### config.mk
export PLATFORM = sky130hd
export DESIGN_NAME = boolean_network_sync_update_unit_flat
export DESIGN_NICKNAME = d
export VERILOG_FILES = /design/src/rtl/core/bnsu_pkg.sv /design/src/rtl/core/bnsu_if.sv /design/src/rtl/core/bnsu_tables.sv /design/src/rtl/core/bnsu_node_eval.sv /design/src/rtl/core/boolean_network_sync_update_unit.sv /design/src/flat_wrapper.sv
export SDC_FILE = /design/constraint.sdc
export NUM_CORES = 2
export LEC_CHECK = 0
export ABC_CLOCK_PERIOD_IN_PS = 7500
export BUFFER_PORTS_ARGS = -buffer_cell sky130_fd_sc_hd__buf_2
export CAP_MARGIN = 40
export CORE_ASPECT_RATIO = 0.6
export CORE_UTILIZATION = 45
export DETAILED_ROUTE_END_ITERATION = 10
export HOLD_SLACK_MARGIN = 0.15
export PLACE_DENSITY = 0.65
export SETUP_SLACK_MARGIN = 0.2
export SLEW_MARGIN = 10
export SYNTH_ARGS = -nofsm -noshare
export SYNTH_HDL_FRONTEND = slang
export SYNTH_SLANG_ARGS = --single-unit
### constraint.sdc
create_clock -name clk -period 7.5 [get_ports clk]
set_clock_uncertainty 0.2 [all_clocks]
set_input_delay 1.5 -clock clk [delete_from_list [all_inputs] [get_ports clk]]
set_output_delay 1.5 -clock clk [all_outputs]
set_load 0.01 [all_outputs]
### src/rtl/core/bnsu_pkg.sv
// Shared types and constants for the Boolean network update unit.
// No dependencies; used by the interfaces and imported by every module of the block.
package bnsu_pkg;

  localparam int MAX_NODES  = 64;
  localparam int FAN_IN     = 3;
  localparam int TRUTH_LEN  = 1 << FAN_IN;
  localparam int NODE_W     = (MAX_NODES > 1) ? $clog2(MAX_NODES) : 1;
  localparam int CONN_SEL_W = (FAN_IN > 1) ? $clog2(FAN_IN) : 1;

  // fixed field widths
  localparam int CMD_W    = 3;
  localparam int NIDX_W   = 6;
  localparam int SLOT_W   = 3;
  localparam int SRC_W    = 6;
  localparam int WORD_W   = 64;
  localparam int COUNT_W  = 7;
  localparam int CFG_IDX_W = 2;

  localparam logic [CFG_IDX_W-1:0] CFG_NODE_COUNT  = 2'd0;
  localparam logic [CFG_IDX_W-1:0] CFG_NUM_INPUTS  = 2'd1;
  localparam logic [CFG_IDX_W-1:0] CFG_NUM_OUTPUTS = 2'd2;

  typedef enum logic [CMD_W-1:0] {
    CMD_STEP       = 3'd0,
    CMD_FORCE_ONE  = 3'd1,
    CMD_FORCE_MANY = 3'd2,
    CMD_CLEAR      = 3'd3,
    CMD_WR_CONN    = 3'd4,
    CMD_WR_TRUTH   = 3'd5
  } cmd_t;

  typedef logic [FAN_IN-1:0][SRC_W-1:0] conn_row_t;
  typedef logic [TRUTH_LEN-1:0]          truth_row_t;

  typedef struct packed {
    logic                  conn_we;
    logic                  truth_we;
    logic [NODE_W-1:0]     addr;
    logic [CONN_SEL_W-1:0] conn_sel;
    logic [SRC_W-1:0]      conn_data;
    logic [FAN_IN-1:0]     truth_sel;
    logic                  truth_data;
  } tbl_wr_t;

  typedef struct packed {
    logic              en;
    logic [NODE_W-1:0] addr;
  } tbl_rd_t;

endpackage

### src/rtl/core/bnsu_if.sv
// Handshake channels of the Boolean network update unit: request, result, config.
// Depends on bnsu_pkg for field widths.
interface bnsu_in_if;
  logic                             valid;
  logic                             ready;
  logic [bnsu_pkg::CMD_W-1:0]       command;
  logic [bnsu_pkg::NIDX_W-1:0]      node_index;
  logic [bnsu_pkg::SLOT_W-1:0]      slot_index;
  logic [bnsu_pkg::SRC_W-1:0]       source_node;
  logic                             bit_value;
  logic [bnsu_pkg::WORD_W-1:0]      forced_bits;
  logic [bnsu_pkg::COUNT_W-1:0]     forced_count;

  modport source (output valid, command, node_index, slot_index, source_node,
                  bit_value, forced_bits, forced_count, input ready);
  modport sink   (input valid, command, node_index, slot_index, source_node,
                  bit_value, forced_bits, forced_count, output ready);
endinterface

interface bnsu_out_if;
  logic                        valid;
  logic                        ready;
  logic [bnsu_pkg::WORD_W-1:0] output_bits;
  logic [bnsu_pkg::WORD_W-1:0] input_bits;
  logic                        status;

  modport source (output valid, output_bits, input_bits, status, input ready);
  modport sink   (input valid, output_bits, input_bits, status, output ready);
endinterface

interface bnsu_cfg_if;
  logic                           valid;
  logic                           ready;
  logic [bnsu_pkg::CFG_IDX_W-1:0] index;
  logic [bnsu_pkg::COUNT_W-1:0]   data;

  modport source (output valid, index, data, input ready);
  modport sink   (input valid, index, data, output ready);
endinterface

### src/rtl/core/bnsu_tables.sv
// Connection and truth-table memories, one row per node, registered read port.
// Depends on bnsu_pkg.
module bnsu_tables (
  input  logic                 clk,
  input  bnsu_pkg::tbl_wr_t    wr,
  input  bnsu_pkg::tbl_rd_t    rd,
  output bnsu_pkg::conn_row_t  conn_q,
  output bnsu_pkg::truth_row_t truth_q
);
  import bnsu_pkg::*;

  conn_row_t  conn_mem  [MAX_NODES];
  truth_row_t truth_mem [MAX_NODES];

  always_ff @(posedge clk) begin
    if (wr.conn_we) begin
      conn_mem[wr.addr][wr.conn_sel] <= wr.conn_data;
    end
    if (wr.truth_we) begin
      truth_mem[wr.addr][wr.truth_sel] <= wr.truth_data;
    end
  end

  always_ff @(posedge clk) begin
    if (rd.en) begin
      conn_q  <= conn_mem[rd.addr];
      truth_q <= truth_mem[rd.addr];
    end
  end

endmodule

### src/rtl/core/bnsu_node_eval.sv
// Next-state bit of one node from its table rows and the old network state.
// Depends on bnsu_pkg.
module bnsu_node_eval (
  input  bnsu_pkg::conn_row_t       conn_row,
  input  bnsu_pkg::truth_row_t      truth_row,
  input  logic [bnsu_pkg::WORD_W-1:0]  old_state,
  input  logic [bnsu_pkg::COUNT_W-1:0] eff_nodes,
  output logic                      new_bit
);
  import bnsu_pkg::*;

  logic [FAN_IN-1:0] idx;

  always_comb begin
    for (int s = 0; s < FAN_IN; s++) begin
      // sources outside the active network read as zero
      idx[s] = ({1'b0, conn_row[s]} < eff_nodes) ? old_state[conn_row[s]] : 1'b0;
    end
  end

  assign new_bit = truth_row[idx];

endmodule

### src/rtl/core/boolean_network_sync_update_unit.sv
// Boolean network update unit, top level: command sequencer, state register, result.
// A step reads the table rows of each active node in turn, evaluates and writes back each
//   node's bit, commits the new state, then loads the result; others go straight to the load.
// The request port reopens once the result is loaded, even if it is not yet taken, so a new
//   request is taken only after the last is through. A result that is not taken holds the
//   next result load. Reset clears node states and restores the register defaults; the
//   table memories are not cleared.
module boolean_network_sync_update_unit (
  input logic       clk,
  input logic       rst_n,
  bnsu_in_if.sink   in_ch,
  bnsu_out_if.source out_ch,
  bnsu_cfg_if.sink  cfg_ch
);
  import bnsu_pkg::*;

  typedef enum logic [1:0] {ST_IDLE, ST_STEP, ST_FIN} state_t;

  state_t              state_r;
  logic [COUNT_W-1:0]  node_count_r, num_inputs_r, num_outputs_r;
  logic [WORD_W-1:0]   node_state_r, next_r;
  logic [COUNT_W-1:0]  rd_idx_r;
  logic                pend_r;
  logic [NIDX_W-1:0]   wb_idx_r;
  logic                status_r;
  cmd_t                cmd_r;
  logic                out_valid_r;
  logic [WORD_W-1:0]   obits_r, ibits_r;
  logic                out_status_r;

  logic [COUNT_W-1:0]  eff_nodes, eff_in, eff_out;
  logic                in_acc, step_done, rd_go, new_bit;
  logic                force_rej, out_load, out_valid_nxt;
  logic [WORD_W-1:0]   obits_nxt, ibits_nxt, fm_mask;
  cmd_t                cmd_in;
  tbl_wr_t             wr;
  tbl_rd_t             rd;
  conn_row_t           conn_q;
  truth_row_t          truth_q;

  assign eff_nodes = (node_count_r > COUNT_W'(MAX_NODES)) ? COUNT_W'(MAX_NODES) : node_count_r;
  assign eff_in    = (num_inputs_r  > eff_nodes) ? eff_nodes : num_inputs_r;
  assign eff_out   = (num_outputs_r > eff_nodes) ? eff_nodes : num_outputs_r;

  assign cfg_ch.ready = 1'b1;
  assign in_ch.ready  = (state_r == ST_IDLE);
  assign in_acc       = in_ch.valid && in_ch.ready;
  assign cmd_in       = cmd_t'(in_ch.command);

  // force outside the declared inputs
  assign force_rej = ((cmd_in == CMD_FORCE_ONE) && ({1'b0, in_ch.node_index} >= eff_in)) ||
                     ((cmd_in == CMD_FORCE_MANY) && (in_ch.forced_count > eff_in));

  always_ff @(posedge clk) begin
    if (!rst_n) begin
      node_count_r  <= COUNT_W'(64);
      num_inputs_r  <= '0;
      num_outputs_r <= '0;
    end else if (cfg_ch.valid) begin
      unique case (cfg_ch.index)
        CFG_NODE_COUNT:  node_count_r  <= cfg_ch.data;
        CFG_NUM_INPUTS:  num_inputs_r  <= cfg_ch.data;
        CFG_NUM_OUTPUTS: num_outputs_r <= cfg_ch.data;
        default: ;
      endcase
    end
  end

  // table write port, driven in the cycle a write request is accepted
  always_comb begin
    wr            = '0;
    wr.addr       = in_ch.node_index[NODE_W-1:0];
    wr.conn_sel   = CONN_SEL_W'(in_ch.slot_index);
    wr.conn_data  = in_ch.source_node;
    wr.truth_sel  = FAN_IN'(in_ch.slot_index);
    wr.truth_data = in_ch.bit_value;
    if (in_acc && ({1'b0, in_ch.node_index} < COUNT_W'(MAX_NODES))) begin
      wr.conn_we  = (cmd_in == CMD_WR_CONN)  && (int'(in_ch.slot_index) < FAN_IN);
      wr.truth_we = (cmd_in == CMD_WR_TRUTH) && (int'(in_ch.slot_index) < TRUTH_LEN);
    end
  end

  assign rd_go     = (state_r == ST_STEP) && (rd_idx_r < eff_nodes);
  assign rd        = {rd_go, rd_idx_r[NODE_W-1:0]};
  assign step_done = (state_r == ST_STEP) && !rd_go && !pend_r;

  bnsu_tables u_tables (
    .clk     (clk),
    .wr      (wr),
    .rd      (rd),
    .conn_q  (conn_q),
    .truth_q (truth_q)
  );

  bnsu_node_eval u_eval (
    .conn_row  (conn_q),
    .truth_row (truth_q),
    .old_state (node_state_r),
    .eff_nodes (eff_nodes),
    .new_bit   (new_bit)
  );

  assign fm_mask = (WORD_W'(1) << in_ch.forced_count) - WORD_W'(1);

  always_comb begin
    for (int j = 0; j < WORD_W; j++) begin
      obits_nxt[j] = (COUNT_W'(j) < eff_out) ?
                     node_state_r[NIDX_W'(eff_nodes - COUNT_W'(1) - COUNT_W'(j))] : 1'b0;
      ibits_nxt[j] = (COUNT_W'(j) < eff_in) ? node_state_r[j] : 1'b0;
    end
  end

  assign out_load      = (state_r == ST_FIN) && (!out_valid_r || out_ch.ready);
  assign out_valid_nxt = out_load || (out_valid_r && !out_ch.ready);

  always_ff @(posedge clk) begin
    if (!rst_n) begin
      state_r      <= ST_IDLE;
      node_state_r <= '0;
      rd_idx_r     <= '0;
      pend_r       <= 1'b0;
      status_r     <= 1'b0;
      cmd_r        <= CMD_STEP;
      out_valid_r  <= 1'b0;
      out_status_r <= 1'b0;
    end else begin
      out_valid_r <= out_valid_nxt;
      unique case (state_r)
        ST_IDLE: begin
          if (in_acc) begin
            cmd_r    <= cmd_in;
            status_r <= force_rej;
            state_r  <= (cmd_in == CMD_STEP) ? ST_STEP : ST_FIN;
            case (cmd_in)
              CMD_STEP: begin
                next_r   <= node_state_r;
                rd_idx_r <= '0;
                pend_r   <= 1'b0;
              end
              CMD_FORCE_ONE: begin
                if (!force_rej) begin
                  node_state_r[in_ch.node_index] <= in_ch.bit_value;
                end
              end
              CMD_FORCE_MANY: begin
                if (!force_rej) begin
                  node_state_r <= (node_state_r & ~fm_mask) | (in_ch.forced_bits & fm_mask);
                end
              end
              CMD_CLEAR: node_state_r <= '0;
              default: ;
            endcase
          end
        end
        ST_STEP: begin
          // read issued this cycle, evaluated and written back the next
          pend_r <= rd_go;
          if (rd_go) begin
            rd_idx_r <= rd_idx_r + COUNT_W'(1);
            wb_idx_r <= rd_idx_r[NIDX_W-1:0];
          end
          if (pend_r) begin
            next_r[wb_idx_r] <= new_bit;
          end
          if (step_done) begin
            node_state_r <= next_r;
            state_r      <= ST_FIN;
          end
        end
        ST_FIN: begin
          if (out_load) begin
            obits_r      <= obits_nxt;
            ibits_r      <= ibits_nxt;
            out_status_r <= status_r;
            state_r      <= ST_IDLE;
          end
        end
        default: state_r <= ST_IDLE;
      endcase
    end
  end

  assign out_ch.valid       = out_valid_r;
  assign out_ch.output_bits = obits_r;
  assign out_ch.input_bits  = ibits_r;
  assign out_ch.status      = out_status_r;

  // old state must hold while the step still reads it
  assert property (@(posedge clk) disable iff (!rst_n)
    (state_r == ST_STEP && !step_done) |=> $stable(node_state_r))
    else $error("node state changed during step");

  assert property (@(posedge clk) disable iff (!rst_n)
    pend_r |-> ({1'b0, wb_idx_r} + COUNT_W'(1) == rd_idx_r))
    else $error("write-back index out of step with read index");

  assert property (@(posedge clk) disable iff (!rst_n)
    (state_r == ST_FIN && out_valid_r && !out_ch.ready) |=> (state_r == ST_FIN))
    else $error("result overwritten before taken");

  assert property (@(posedge clk) disable iff (!rst_n)
    status_r |-> (cmd_r == CMD_FORCE_ONE || cmd_r == CMD_FORCE_MANY))
    else $error("reject status on a non-force request");

endmodule

### src/flat_wrapper.sv
// flat-port wrapper written by rule: the top's interface ports become plain ports
module boolean_network_sync_update_unit_flat import bnsu_pkg::*;
  (clk, rst_n, in_ch_valid, in_ch_command, in_ch_node_index, in_ch_slot_index, in_ch_source_node, in_ch_bit_value, in_ch_forced_bits, in_ch_forced_count, in_ch_ready, out_ch_valid, out_ch_output_bits, out_ch_input_bits, out_ch_status, out_ch_ready, cfg_ch_valid, cfg_ch_index, cfg_ch_data, cfg_ch_ready);
  bnsu_in_if in_ch_i ();
  bnsu_out_if out_ch_i ();
  bnsu_cfg_if cfg_ch_i ();
  input logic clk;
  input logic rst_n;
  input wire logic [$bits(in_ch_i.valid)-1:0] in_ch_valid;
  input wire logic [$bits(in_ch_i.command)-1:0] in_ch_command;
  input wire logic [$bits(in_ch_i.node_index)-1:0] in_ch_node_index;
  input wire logic [$bits(in_ch_i.slot_index)-1:0] in_ch_slot_index;
  input wire logic [$bits(in_ch_i.source_node)-1:0] in_ch_source_node;
  input wire logic [$bits(in_ch_i.bit_value)-1:0] in_ch_bit_value;
  input wire logic [$bits(in_ch_i.forced_bits)-1:0] in_ch_forced_bits;
  input wire logic [$bits(in_ch_i.forced_count)-1:0] in_ch_forced_count;
  output wire logic [$bits(in_ch_i.ready)-1:0] in_ch_ready;
  output wire logic [$bits(out_ch_i.valid)-1:0] out_ch_valid;
  output wire logic [$bits(out_ch_i.output_bits)-1:0] out_ch_output_bits;
  output wire logic [$bits(out_ch_i.input_bits)-1:0] out_ch_input_bits;
  output wire logic [$bits(out_ch_i.status)-1:0] out_ch_status;
  input wire logic [$bits(out_ch_i.ready)-1:0] out_ch_ready;
  input wire logic [$bits(cfg_ch_i.valid)-1:0] cfg_ch_valid;
  input wire logic [$bits(cfg_ch_i.index)-1:0] cfg_ch_index;
  input wire logic [$bits(cfg_ch_i.data)-1:0] cfg_ch_data;
  output wire logic [$bits(cfg_ch_i.ready)-1:0] cfg_ch_ready;
  assign in_ch_i.valid = in_ch_valid;
  assign in_ch_i.command = in_ch_command;
  assign in_ch_i.node_index = in_ch_node_index;
  assign in_ch_i.slot_index = in_ch_slot_index;
  assign in_ch_i.source_node = in_ch_source_node;
  assign in_ch_i.bit_value = in_ch_bit_value;
  assign in_ch_i.forced_bits = in_ch_forced_bits;
  assign in_ch_i.forced_count = in_ch_forced_count;
  assign in_ch_ready = in_ch_i.ready;
  assign out_ch_valid = out_ch_i.valid;
  assign out_ch_output_bits = out_ch_i.output_bits;
  assign out_ch_input_bits = out_ch_i.input_bits;
  assign out_ch_status = out_ch_i.status;
  assign out_ch_i.ready = out_ch_ready;
  assign cfg_ch_i.valid = cfg_ch_valid;
  assign cfg_ch_i.index = cfg_ch_index;
  assign cfg_ch_i.data = cfg_ch_data;
  assign cfg_ch_ready = cfg_ch_i.ready;
  boolean_network_sync_update_unit u_core (.clk(clk), .rst_n(rst_n), .in_ch(in_ch_i), .out_ch(out_ch_i), .cfg_ch(cfg_ch_i));
endmodule
## Word level (Yosys, flattened, before mapping)

Memory sizes are Yosys's and may differ from the RTL's. A register that Yosys moved wholly into a read port is not among the register bits.
Index checks and enable logic that the tools add are counted.
Widths: inputs -> output; s select.

| word-level totals | value |
|---|---|
| flip-flop bits (word level) | 296 |
| latch bits | 0 |
| RAM bits | 1664 |
| bits in read-only memories | 0 |
| bits of input ports | 104 |
| logic and storage cells | 660 |
| memories | 2 |

Memories:

| memory | words | width | read ports | clocked after memory_dff | write ports | line | RTL |
|---|---|---|---|---|---|---|---|
| u_core.u_tables.conn_mem | 64 | 18 | 1 | 1 | 1 | bnsu_tables.sv:12 | `conn_row_t conn_mem [MAX_NODES];` |
| u_core.u_tables.truth_mem | 64 | 8 | 1 | 1 | 1 | bnsu_tables.sv:13 | `truth_row_t truth_mem [MAX_NODES];` |

| cells by class | value |
|---|---|
| add/sub/neg operators | 66 |
| multiply operators | 0 |
| divide/modulo/power cells | 0 |
| $lt $le $gt $ge | 214 |
| eq/ne operators | 18 |
| shift operators | 1 |
| mux-type cells | 179 |
| bitwise logic cells | 4 |
| reductions and logical operators | 36 |

Operators with widths:

| operator | number |
|---|---|
| $lt 6x7->1 const B | 69 |
| $lt 6x7->1 const A | 64 |
| $mux 64 | 7 |
| $bmux 1 s6 | 67 |
| $pmux 64 s2 | 2 |
| $lt 5x7->1 const A | 32 |
| $pmux 64 s3 | 1 |
| $sub 6x6->6 const B | 32 |
| $and 64x64->64 | 2 |
| $bwmux 64 | 2 |
| $lt 4x7->1 const A | 16 |
| $sub 6x5->6 const B | 16 |
| $mux 1 | 78 |
| $not 64->64 | 1 |
| $or 64x64->64 | 1 |
| $shl 1x7->64 const A | 1 |
| $sub 64x2->64 const B | 1 |
| $lt 3x7->1 const A | 8 |
| $sub 6x4->6 const B | 8 |
| $mux 7 | 6 |
| $lt 1x7->1 const A | 4 |
| $lt 2x7->1 const A | 4 |
| $sub 6x3->6 const B | 4 |
| $gt 7x7->1 | 3 |
| other kinds (44) | 89 |

## Logic depth before layout (Yosys ltp)

| depth | value |
|---|---|
| word-level depth | 11 |
| depth in mapped cells | 25 |
| mapped depth without buffers | 20 |

## Hierarchy

Synthesis repeated with hierarchy kept, for this count alone.

| unflattened totals | value |
|---|---|
| cells, all modules | 6567 |
| area, all modules | 94893.5 um2 |

Modules (own cells, without submodules):

| module | instances | cells an instance | area an instance (um2) | seq. area each (um2) |
|---|---|---|---|---|
| bnsu_tables | 1 | 3829 | 68409.4 | 50748.7 |
| boolean_network_sync_update_unit | 1 | 2549 | 24314.6 | 7907.6 |
| bnsu_node_eval | 1 | 189 | 2169.6 | 0.0 |

## Least setup slack after synthesis

OpenSTA, ideal clock, no wires.

| timing path | value |
|---|---|
| path type | in2reg |
| from | input rst_n |
| to | register u_core.ibits_r[0] (netlist: u_core.out_ch.input_bits[0]), enable pin |
| library setup time | 0.616 ns |
| arrival time | 7.300 ns |
| slack | -0.617 ns |
| stages | 4 |
| path through | inv_2 > clkbuf_1 > clkbuf_1 > nor2_1 |

| on the way | value |
|---|---|
| word-level cells in the longest chain between the ends | 1 |

Ends and longest elaborated chain:

| item | line | RTL |
|---|---|---|
| from (decl) | flat_wrapper.sv:8 | `input logic rst_n;` |
| $reduce_and 3->1 (no source line) | - |  |
| to (signal assigned) | boolean_network_sync_update_unit.sv:173 | `ibits_r <= ibits_nxt;` |
| to (decl) | boolean_network_sync_update_unit.sv:28 | `logic [WORD_W-1:0] obits_r, ibits_r;` |

Every way passes these cells.
A chain may end at the register's enable or synchronous reset.

## Worst setup path in the final report

| timing path | value |
|---|---|
| from | register u_core.node_count_r[6] |
| to | register u_core.node_state_r[51] |

| on the way | value |
|---|---|
| word-level cells in the longest chain between the ends | 9 |
| elaborated cells between the ends (all ways) | 18 |

Ends and longest elaborated chain:

| item | line | RTL |
|---|---|---|
| from (decl) | boolean_network_sync_update_unit.sv:20 | `logic [COUNT_W-1:0] node_count_r, num_inputs_r, num_outputs_r;` |
| from (signal assigned) | boolean_network_sync_update_unit.sv:61 | `CFG_NODE_COUNT: node_count_r <= cfg_ch.data;` |
| $gt 7x7->1 | boolean_network_sync_update_unit.sv:41 | `assign eff_nodes = (node_count_r > COUNT_W'(MAX_NODES)) ? COUNT_W'(MAX_NODES) : node_count_r;` |
| $mux 7 (*) | boolean_network_sync_update_unit.sv:41 |  |
| $gt 7x7->1 / $lt 7x7->1 (equally long branches) | boolean_network_sync_update_unit.sv:42, boolean_network_sync_update_unit.sv:83 |  |
| $mux 7 / $logic_and 1x1->1 (equally long branches) | boolean_network_sync_update_unit.sv:42, boolean_network_sync_update_unit.sv:83 |  |
| $ge 6x7->1, or another cell as far along | boolean_network_sync_update_unit.sv:51 | `assign force_rej = ((cmd_in == CMD_FORCE_ONE) && ({1'b0, in_ch.node_index} >= eff_in)) \|\|` |
| $logic_and 1x1->1 (on tied branches) | boolean_network_sync_update_unit.sv:51, boolean_network_sync_update_unit.sv:52, boolean_network_sync_update_unit.sv:85 |  |
| $logic_or 1x1->1 / $logic_and 1x1->1 (equally long branches) | boolean_network_sync_update_unit.sv:51, boolean_network_sync_update_unit.sv:85 |  |
| $ne 3x3->1 (no source line) / $ne 2x1->1 (equally long branches) | - |  |
| $reduce_and 6->1 (no source line) (*) | - |  |
| to (signal, indexed assignment) | boolean_network_sync_update_unit.sv:142 | `node_state_r[in_ch.node_index] <= in_ch.bit_value;` |
| to (signal assigned) | boolean_network_sync_update_unit.sv:147 | `node_state_r <= (node_state_r & ~fm_mask) \| (in_ch.forced_bits & fm_mask);` |
| to (signal assigned) | boolean_network_sync_update_unit.sv:166 | `node_state_r <= next_r;` |
| to (decl) | boolean_network_sync_update_unit.sv:21 | `logic [WORD_W-1:0] node_state_r, next_r;` |

Mark *: on every way between the ends. The rest lies on a longest branch, timed or not.

==> flow_summary.json <==
{
  "fmax_ghz": 0.151,
  "routedWlPerCell_um": 33.2,
  "critPathRequiredTime_ns": 8.05,
  "slowest_stage": "a31oi_1",
  "tightest_slew_ns": 0.970,
  "ir_worst_vdd_mv": 0.231,
  "ant_nets": 0,
  "io_pins": 236,
  "crit_arrival_ns": 7.16,
  "nNetsFinal": 6344,
  "hold_class": "reg2reg",
  "syn_nets": 6200,
  "yosysWarnings": 0,
  "maxCapViolCount": 0,
  "synth_edf_count": 1888,
  "worstHoldStart": "u_core.node_state_r[37]",
  "min_to": "u_core.node_state_r[37]",
  "drtIter0Drc": 9885,
  "drive_gt1_share_pct": 23.8,
  "vias": 59100,
  "layout.cells.non_filler": 9058,
  "syn-mean-instance-area_um2": 15.3,
  "vias_per_cell": 6.52,
  "post_dp_cell_area_um2": 97000,
  "multi_input_area_um2": 31300,
  "total_leakage_power_nw": 32.3,
  "mostFrequentLayoutCells": "edfxtp_1 (1888), nor2_1 (844), mux4_2 (614)",
  "synthTopCellsByArea": "edfxtp_1 (62%), mux4_2 (15%), mux2i_1 (4.4%), nor2_1 (3.5%), dfxtp_1 (2.1%)",
  "place.gp.congestion": 0.995,
  "seq_area_frac_synth_pct": 63.7,
  "crit_chain": "nor2b_1, inv_1, buf_4, ha_1, a21o_1, a21oi_1, nor2b_1, o31ai_2, buf_4, nand2_1, o21ai_1, clkinv_1, ha_1, a21o_1, a21o_1, a211o_1, a31oi_1, o21ai_4, buf_12, buf_12, or3_1, a21oi_1",
  "r2r-start": "u_core.node_count_r[6]",
  "power_density_nw_per_um2": 217,
  "outcome": "finished with violations",
  "cts_buffers": 181,
  "whs_path_depth": 2,
  "cpPeakStageDelay_ns": 0.65,
  "worst-path-buf-inv": 6,
  "rows": 128,
  "ys.flop_type": "edfxtp_1",
  "fin_util_pct": 50.5,
  "cts_sinks": 1986,
  "cp_top_family": "compound AO/OA/AOI/OAI gates",
  "start_util_pct": 45.3,
  "r2r_end": "u_core.node_state_r[51]",
  "power_mw": 22.3,
  "rsz0062_at_grt": "no",
  "yosysTopAreaCell": "edfxtp_1",
  "clk_pin_slew_ns": 0.07,
  "fp.dieH_um": 353,
  "io_buffers": 234,
  "die_area_um2": 207000,
  "final_common_cell": "edfxtp_1",
  "coreArea_um2": 203000,
  "netlist_area_um2": 92100,
  "grt_max_degree": 161,
  "hpwl_um": 206000,
  "syn2layout_area_growth_pct": 11.4,
  "netlist.area_leader.share_pct": 61.5,
  "finalInstanceArea_um2": 103000,
  "synth_cell_types": 85,
  "relSlewSlack_pct": 35.2,
  "critPathKind": "reg2reg",
  "hold_buffers": 0,
  "path_max_fanout": 50,
  "clock_latency_ns": 0.87,
  "register_area_um2": 58700,
  "ys_async_sr_fraction_pct": 0,
  "cp-end-kind": "flip-flop",
  "h-tree-depth": 4,
  "fin_crit_sh_pct": 88.2,
  "cts_tree": "yes",
  "grt_use_total_pct": 28.7,
  "startpoint_type": "flip-flop",
  "r2r_slack_ns": 0.89,
  "reg2reg_depth": 22,
  "grt_pass1_vias": 55500,
  "drt_wl_total_um": 301000,
  "die_w_um": 586,
  "slew_viol_final": 0,
  "syn_inst": 6023,
  "root_buffer": "clkbuf_16",
  "cpMostUsedCell": "a21o_1",
  "placed_cells": 8710,
  "period_minus_slack_ns": 6.61,
  "setup-violations-final": 0,
  "clk_path_buf_depth": 4,
  "violations": "design-rule violations",
  "grt_overflow": 0,
  "cts_resized": 0,
  "post_cts_buffers": 0,
  "fill_cells": 16700,
  "hold_violations": 0,
  "first_pass_iters": 11,
  "grt_pass1_wl_um": 421000,
  "antenna_found_initial": 30,
  "setup_tns_ns": 0,
  "route.detailed.drc": 35,
  "ys_ff_latch": 1986
}
logic make-up (layout without fill, tap and decap cells):
family                   Yosys count  count (layout)  share of synthesized area (%)
AO/OA/AOI/OAI                    753             753                           5.08
adder cells (fa/ha/maj)           73              73                          0.991
buffers and inverters            567             847                           2.59
other                              1              26                        0.00407
flip-flops                      1986            1986                           63.7
multiplexers                    1046            1046                           19.8
AND/OR/NAND/NOR                 1509            1509                           7.00
XOR/XNOR                          88              88                          0.869
worst reg2reg max path, stage by stage, from the launching register on:
cell and delay, ns:
dfxtp_1 0.54, nor2b_1 0.62, inv_1 0.10, buf_4 0.21, ha_1 0.32, a21o_1 0.19
a21oi_1 0.14, nor2b_1 0.08, o31ai_2 0.21, buf_4 0.20, nand2_1 0.06, o21ai_1 0.32
clkinv_1 0.48, ha_1 0.42, a21o_1 0.16, a21o_1 0.17, a211o_1 0.28, a31oi_1 0.65
o21ai_4 0.20, buf_12 0.22, buf_12 0.24, or3_1 0.39, a21oi_1 0.13
state kept, by name, summed over array words and instances, names as in the netlist:
name,cells
u_core.rd_idx_r,7
u_core.u_tables.conn_q,18
u_core.next_r,64
u_core.num_outputs_r,7
u_core.u_tables.truth_mem,512
u_core.out_ch.output_bits,64
u_core.status_r,1
u_core.state_r,2
u_core.node_state_r,64
u_core.out_ch.valid,1
u_core.wb_idx_r,6
u_core.node_count_r,7
u_core.u_tables.conn_mem,1152
u_core.pend_r,1
u_core.num_inputs_r,7
u_core.u_tables.truth_q,8
u_core.out_ch.status,1
u_core.out_ch.input_bits,64
layer usage:
| layer | vias up | wire length (µm) | track usage (%) |
|---|---|---|---|
| li1 | 23600 | - | - |
| met1 | 30700 | 128000 | 45.0 |
| met2 | 4205 | 118000 | 36.3 |
| met3 | 510 | 47000 | 11.5 |
| met4 | 11 | 8200 | 7.39 |
| met5 | - | 314 | 0.765 |
synth_stat cells (all sizes together) (12+ instances only):
master	instances
buf	131
o21ai	253
edfxtp	1888
a22oi	14
a21oi	291
nand3	29
nor3b	16
a31oi	16
ha	73
mux2i	403
and3	34
a21o	12
xnor2	50
dfxtp	98
nand2b	24
mux4	618
clkbuf	399
and2	23
nor2	848
nor3	24
o221ai	59
nand2	359
mux2	25
o21a	22
inv	34
nor2b	36
or3	63
xor2	38
where the power goes:
part / switching, mW / internal, mW / total (mW) / leakage (nW)
Clock: 4.15 / 4.84 / 8.99 / 2.69
Sequential: 0.0298 / 12.1 / 12.2 / 17.9
Combinational: 0.765 / 0.324 / 1.09 / 11.6
Total: 4.95 / 17.3 / 22.3 / 32.3
per-stage QoR:
step	hold WS [ns]	setup slack, ns
finish	0.302	0.888
global route	0.332	0.688
CTS	0.300	1.10
detailed placement	0.277	1.14
global placement	0.266	1.11
floorplan	0.232	1.55
worst max path at each step:
stage                                        endpoint                    from  cells past startpoint  slack (ns)
final                         u_core.node_state_r[51]  u_core.node_count_r[6]                     22        0.89
after global routing          u_core.node_state_r[15]  u_core.node_count_r[6]                     22        0.69
after CTS                     u_core.node_state_r[51]  u_core.node_count_r[6]                     22        1.10
after global placement        u_core.node_state_r[37]  u_core.node_count_r[6]                     21        1.11
after detailed placement       u_core.node_state_r[4]  u_core.node_count_r[6]                     22        1.14
after floorplan           u_core.out_ch.input_bits[0]                   rst_n                      4        1.55
layout make-up:
cell class / instances / area share (%)
Timing Repair Buffer: 491 / 3.47
Clock buffer: 225 / 4.66
Inverter: 37 / 0.135
Sequential cell: 1986 / 57.1
Antenna cell: 25 / 0.0609
Multi-Input combinational cell: 3470 / 30.5
Tap cell: 2730 / 3.33
Clock inverter: 94 / 0.704
Note: power is estimated with default switching activity, not from simulation.
